### config.mk
export PLATFORM = sky130hd
export DESIGN_NAME = ocbb_merge
export DESIGN_NICKNAME = d
export VERILOG_FILES = /design/src/hdl/ocbb_pkg.sv /design/src/hdl/ocbb_merge.sv
export SDC_FILE = /design/constraint.sdc
export NUM_CORES = 1
export LEC_CHECK = 0
export ABC_AREA = 1
export BUFFER_PORTS_ARGS = -buffer_cell sky130_fd_sc_hd__buf_2
export CORE_MARGIN = 5
export CORE_UTILIZATION = 43
export CTS_CLUSTER_SIZE = 14
export DETAILED_ROUTE_END_ITERATION = 6
export GPL_TIMING_DRIVEN = 0
export SLEW_MARGIN = 30
export SYNTH_ARGS = -nofsm -noshare
export SYNTH_HDL_FRONTEND = slang
export SYNTH_SLANG_ARGS = --single-unit
export TNS_END_PERCENT = 20
### constraint.sdc
create_clock -name clk -period 4.7 [get_ports clk]
set_input_delay 0.94 -clock clk [delete_from_list [all_inputs] [get_ports clk]]
set_output_delay 0.94 -clock clk [all_outputs]
set_load 0.05 [all_outputs]
### src/hdl/ocbb_pkg.sv
// Shared constants, types and helpers of the cylinder bounding box block.
`timescale 1ns / 1ps
package ocbb_pkg;
	localparam int AXIS_W  = 14;
	localparam int POS_W   = 32;
	localparam int CFG_W   = 31;
	localparam int IDX_W   = 2;
	localparam int HALF_W  = 34;
	localparam int SQ_W    = 27;
	localparam int SQO_W   = 28;
	localparam int WABS_W  = 26;
	localparam int D_W     = 55;
	localparam int ROOT_W  = 28;
	localparam int NUM_W   = 57;
	localparam int HT_W    = 33;
	localparam int Q_W     = 31;
	// Stage map: 0..3 front math, 4..31 root bits, 32..62 quotient bits,
	// 63 half extent sum, 64 box bounds (output register).
	localparam int SQRT_FIRST = 4;
	localparam int DIV_FIRST  = SQRT_FIRST + ROOT_W;
	localparam int HALF_STG   = DIV_FIRST + Q_W;
	localparam int NSTG       = HALF_STG + 2;

	localparam logic [IDX_W-1:0] CFG_RADIUS = 2'd0;
	localparam logic [IDX_W-1:0] CFG_HALF_H = 2'd1;
	localparam logic [IDX_W-1:0] CFG_MARGIN = 2'd2;

	typedef logic [NSTG-1:0] stage_en_t;

	function automatic logic [POS_W-1:0] sat32(input logic signed [HALF_W:0] v);
		logic [POS_W-1:0] r;
		r = v[POS_W-1:0];
		if (v > $signed({{(HALF_W-POS_W+2){1'b0}}, {(POS_W-1){1'b1}}}))
			r = {1'b0, {(POS_W-1){1'b1}}};
		else if (v < $signed({{(HALF_W-POS_W+2){1'b1}}, {(POS_W-1){1'b0}}}))
			r = {1'b1, {(POS_W-1){1'b0}}};
		return r;
	endfunction
endpackage

### src/hdl/ocbb_merge.sv
// Merge stage: centre minus/plus each lane's half extent, saturated.
`timescale 1ns / 1ps
module ocbb_merge (
	input  logic                              clk,
	input  logic                              en,
	input  logic signed [ocbb_pkg::POS_W-1:0] cx,
	input  logic signed [ocbb_pkg::POS_W-1:0] cy,
	input  logic signed [ocbb_pkg::POS_W-1:0] cz,
	input  logic [ocbb_pkg::HALF_W-1:0]       hx,
	input  logic [ocbb_pkg::HALF_W-1:0]       hy,
	input  logic [ocbb_pkg::HALF_W-1:0]       hz,
	output logic [ocbb_pkg::POS_W-1:0]        min_x,
	output logic [ocbb_pkg::POS_W-1:0]        max_x,
	output logic [ocbb_pkg::POS_W-1:0]        min_y,
	output logic [ocbb_pkg::POS_W-1:0]        max_y,
	output logic [ocbb_pkg::POS_W-1:0]        min_z,
	output logic [ocbb_pkg::POS_W-1:0]        max_z
);
	import ocbb_pkg::*;
	localparam int EW = HALF_W + 1;
	logic signed [EW-1:0] ex, ey, ez, gx, gy, gz;

	assign ex = EW'(cx);
	assign ey = EW'(cy);
	assign ez = EW'(cz);
	assign gx = $signed({1'b0, hx});
	assign gy = $signed({1'b0, hy});
	assign gz = $signed({1'b0, hz});

	always_ff @(posedge clk) begin
		if (en) begin
			min_x <= sat32(ex - gx);
			max_x <= sat32(ex + gx);
			min_y <= sat32(ey - gy);
			max_y <= sat32(ey + gy);
			min_z <= sat32(ez - gz);
			max_z <= sat32(ez + gz);
		end
	end
endmodule

==> results_dict.tcl <==
set metrics [dict create \
    outcome "finished, final reports clean" \
    cp.depth 18 \
    required_ns 4.92 \
    area_delta_synth_final_pct 15.77 \
    wirelength_um 76880 \
    gp_congestion 0.9931 \
    cts_tree "built" \
    crit_path_start "cx[0]" \
    fillers 5321 \
    cp_top_family "simple AND/OR/NAND/NOR gates" \
    p_int_mw 4.102 \
    whs_ns 0.8440 \
    relSlewSlack_pct 43.55 \
    viasPerCell 4.982 \
    boundaryPins 392 \
    antenna_found_initial 3 \
    drc 0 \
    p_sw_mw 3.901 \
    grt_setup_unrepaired "no" \
    gr-usage-all-layers_pct 27.52 \
    critPathCapture "min_x[6]" \
    cp.arrival_ns 3.69 \
    critPathLaunchType "primary input" \
    crit_fanout 10 \
    ant_nets 0 \
    synth_top_flop_cell "edfxtp_1" \
    fp-row-count 82 \
    slowest_delay_ns 0.46 \
    finalPower_mw 8.002 \
    portBuffers 391 \
    post-place-cells 4332 \
    finalHoldViolations 0 \
    share_seq_of_total_power_pct 29.9 \
    pre_cts_ws_ns 0.7661 \
    fin_ws_ns 1.237 \
    p_per_area_nw_per_um2 320.2 \
    final_layout_size_suffix_gt1_share_pct 17.06 \
    utilization_pct 50.13 \
    ctsLongestPathBuffers 2 \
    p_comb_share_pct 52.4 \
    fin_setup_tns_ns 0 \
    grt_pass1_vias 20575 \
    die_h_um 234.1 \
    syn_nets 3677 \
    report.final.slew_viol_count 0 \
    wire_per_inst_um 17.61 \
    dr.pass1.iters 7 \
    p_leak_nw 13.50 \
    crit_type "primary input to register" \
    max-cap-violations 0 \
    tightest_slew_ns 0.8379 \
    num_vias 21748 \
    synth_top_area_share_pct 26.71 \
    dieArea_sq_um 54790 \
    dp_hpwl_um 66110 \
    cp_cell_sequence "buf_2 -> inv_1 -> ha_1 -> inv_1 -> fa_1 -> nand3_1 -> nand2_1 -> nand2_1 -> nand2_1 -> nand2_1 -> nand2_2 -> nand2_1 -> nand3_1 -> nand2_1 -> nand2_1 -> o21ai_2 -> buf_6 -> nand2_1" \
    swShare_pct 48.74 \
    initial_core_util_pct 43.30 \
    place_area_sq_um 24450 \
    worst_path_max_delay_cell "fa_1" \
    synth.distinct_cells 41 \
    cts_hold_buf 0 \
    syn_area_sq_um 21590 \
    period_needed_ns 3.463 \
    synthArstFlopShare_pct 0 \
    postCtsSetupRepairBufs 0 \
    cts.sink_count 192 \
    crit_path_frequent_cell "nand2_1" \
    crit_path_end_kind "register" \
    netlist_top_cells_area "edfxtp_1 27%, nand2_1 21%, ha_1 12%" \
    first_iter_violations 1633 \
    overflow 0 \
    fp.coreArea_sq_um 49860 \
    fmax_ghz 0.2888 \
    fin_cells 4365 \
    ir_worst_vdd_uv 181.7 \
    finalSetupViolations 0 \
    crit_buf_inv 4 \
    ys_seq_area_share_pct 26.71 \
    finalCritPeriodShare_pct 73.68 \
    h-tree-depth 4 \
    cts-root-buf "clkbuf_16" \
    synth_area_leader_cell "edfxtp_1" \
    grt_first_pass_wirelength_um 115600 \
    clockPowerShare_pct 17.7 \
    synth-edff-count 192 \
    numCtsBuffers 17 \
    hold_class "primary input to register" \
    grt_max_degree 66 \
    ys_ff_latch 192 \
    postSynthAreaPerCell_sq_um 6.608 \
    yosysWarnings 0 \
    fin_area_sq_um 24990 \
    die_w_um 234.1 \
    nets 4089 \
    synth_cells 3267 \
    path_clk_slew_ns 0.08 \
    post_cts_resized 0 \
]
[registers in the layout, indices dropped and copies added (netlist names)]
| signal | count |
|---|---|
| min_y | 32 |
| min_x | 32 |
| max_x | 32 |
| max_z | 32 |
| min_z | 32 |
| max_y | 32 |
[cells by family after synthesis]
kind of cell	share of synthesized area [%]
and+or+nand+nor	32.73
AOI/OAI and AO/OA	10.19
DFF	26.71
xor gates and xnor gates	5.964
adders and majority gates	12.38
buffers and inverters	12.03
[synthesized netlist by cell type (8+ instances only)]
master and instances:
inv_1 457, o21bai_1 51, ha_1 204, buf_2 41
inv_2 29, buf_4 25, edfxtp_1 192, nand2_1 1186
a31oi_1 11, nor3_1 35, xnor2_1 8, nand2_2 38
a21oi_1 217, o21ai_0 78, nand3_1 117, nor2_1 280
nor3_2 9, nand4_1 33, nor2_2 19, buf_6 30
nor4_1 14, xor2_1 139
[per-layer routing]
layer  vias to the layer above  global-route usage [%]  share of wire (%)
met4                         4                   7.524                2.2
li1                      11126                       -                  -
met5                         -                       0              0.029
met1                      9864                   38.67                 46
met2                       664                   44.43                 46
met3                        90                   4.008                6.2
[power groups by stage]
| stage | Sequential, mW | Combinational [mW] | Clock, mW |
|---|---|---|---|
| 6_report | 2.39 | 4.20 | 1.41 |
| 5_1_grt | 2.42 | 4.56 | 1.53 |
| 4_1_cts | 2.40 | 4.19 | 1.45 |
| 3_5_place_dp | 2.43 | 4.17 | 0 |
| 3_3_place_gp | 2.44 | 4.17 | 0 |
| 2_1_floorplan | 3.50 | 1.90 | 0 |
[worst min path at each step]
stage,from,slack [ns],end,cells past startpoint
floorplan,en,1.05,max_x[0],0
global placement,hz[1],1.42,max_z[1],4
detailed placement,en,1.40,max_y[6],1
CTS,en,0.85,max_y[6],1
global route,en,0.88,max_y[6],1
finish,en,0.84,max_y[6],1
[cell usage in the layout (no fill, tap or decap), types with 5 or more instances in the layout]
| master | synthesis | routed |
|---|---|---|
| nor2_1 | 280 | 280 |
| xnor2_1 | 8 | 8 |
| buf_6 | 30 | 30 |
| o21ai_0 | 78 | 78 |
| a21oi_1 | 217 | 217 |
| nand3_1 | 117 | 117 |
| buf_2 | 41 | 431 |
| nor3_1 | 35 | 35 |
| nand2_2 | 38 | 38 |
| nor2_2 | 19 | 19 |
| a31oi_1 | 11 | 11 |
| xor2_1 | 139 | 139 |
| nand2_1 | 1186 | 1186 |
| a21o_1 | 5 | 5 |
| nor3_2 | 9 | 9 |
| fa_1 | 6 | 6 |
| ha_1 | 204 | 204 |
| edfxtp_1 | 192 | 192 |
| inv_2 | 29 | 29 |
| inv_1 | 457 | 457 |
| buf_4 | 25 | 25 |
| a21oi_2 | 5 | 5 |
| nand4_1 | 33 | 33 |
| nor4_1 | 14 | 14 |
| clkbuf_16 | 0 | 17 |
| o21bai_1 | 51 | 51 |
| inv_6 | 0 | 5 |
[area by class of cell]
| class | instances | area (sq um) | area share [%] |
|---|---|---|---|
| tap | 672 | 840.8 | 3.364 |
| timing repair buffer | 393 | 2022 | 8.090 |
| clock buffer | 18 | 429.2 | 1.717 |
| antenna | 1 | 2.502 | 0.01001 |
| inverter | 488 | 1832 | 7.329 |
| buffer | 101 | 765.7 | 3.064 |
| multi-input combinational | 2486 | 13230 | 52.92 |
| clock inverter | 14 | 110.1 | 0.4405 |
| sequential | 192 | 5766 | 23.07 |
No activity file was read; power rests on OpenSTA's default activity.
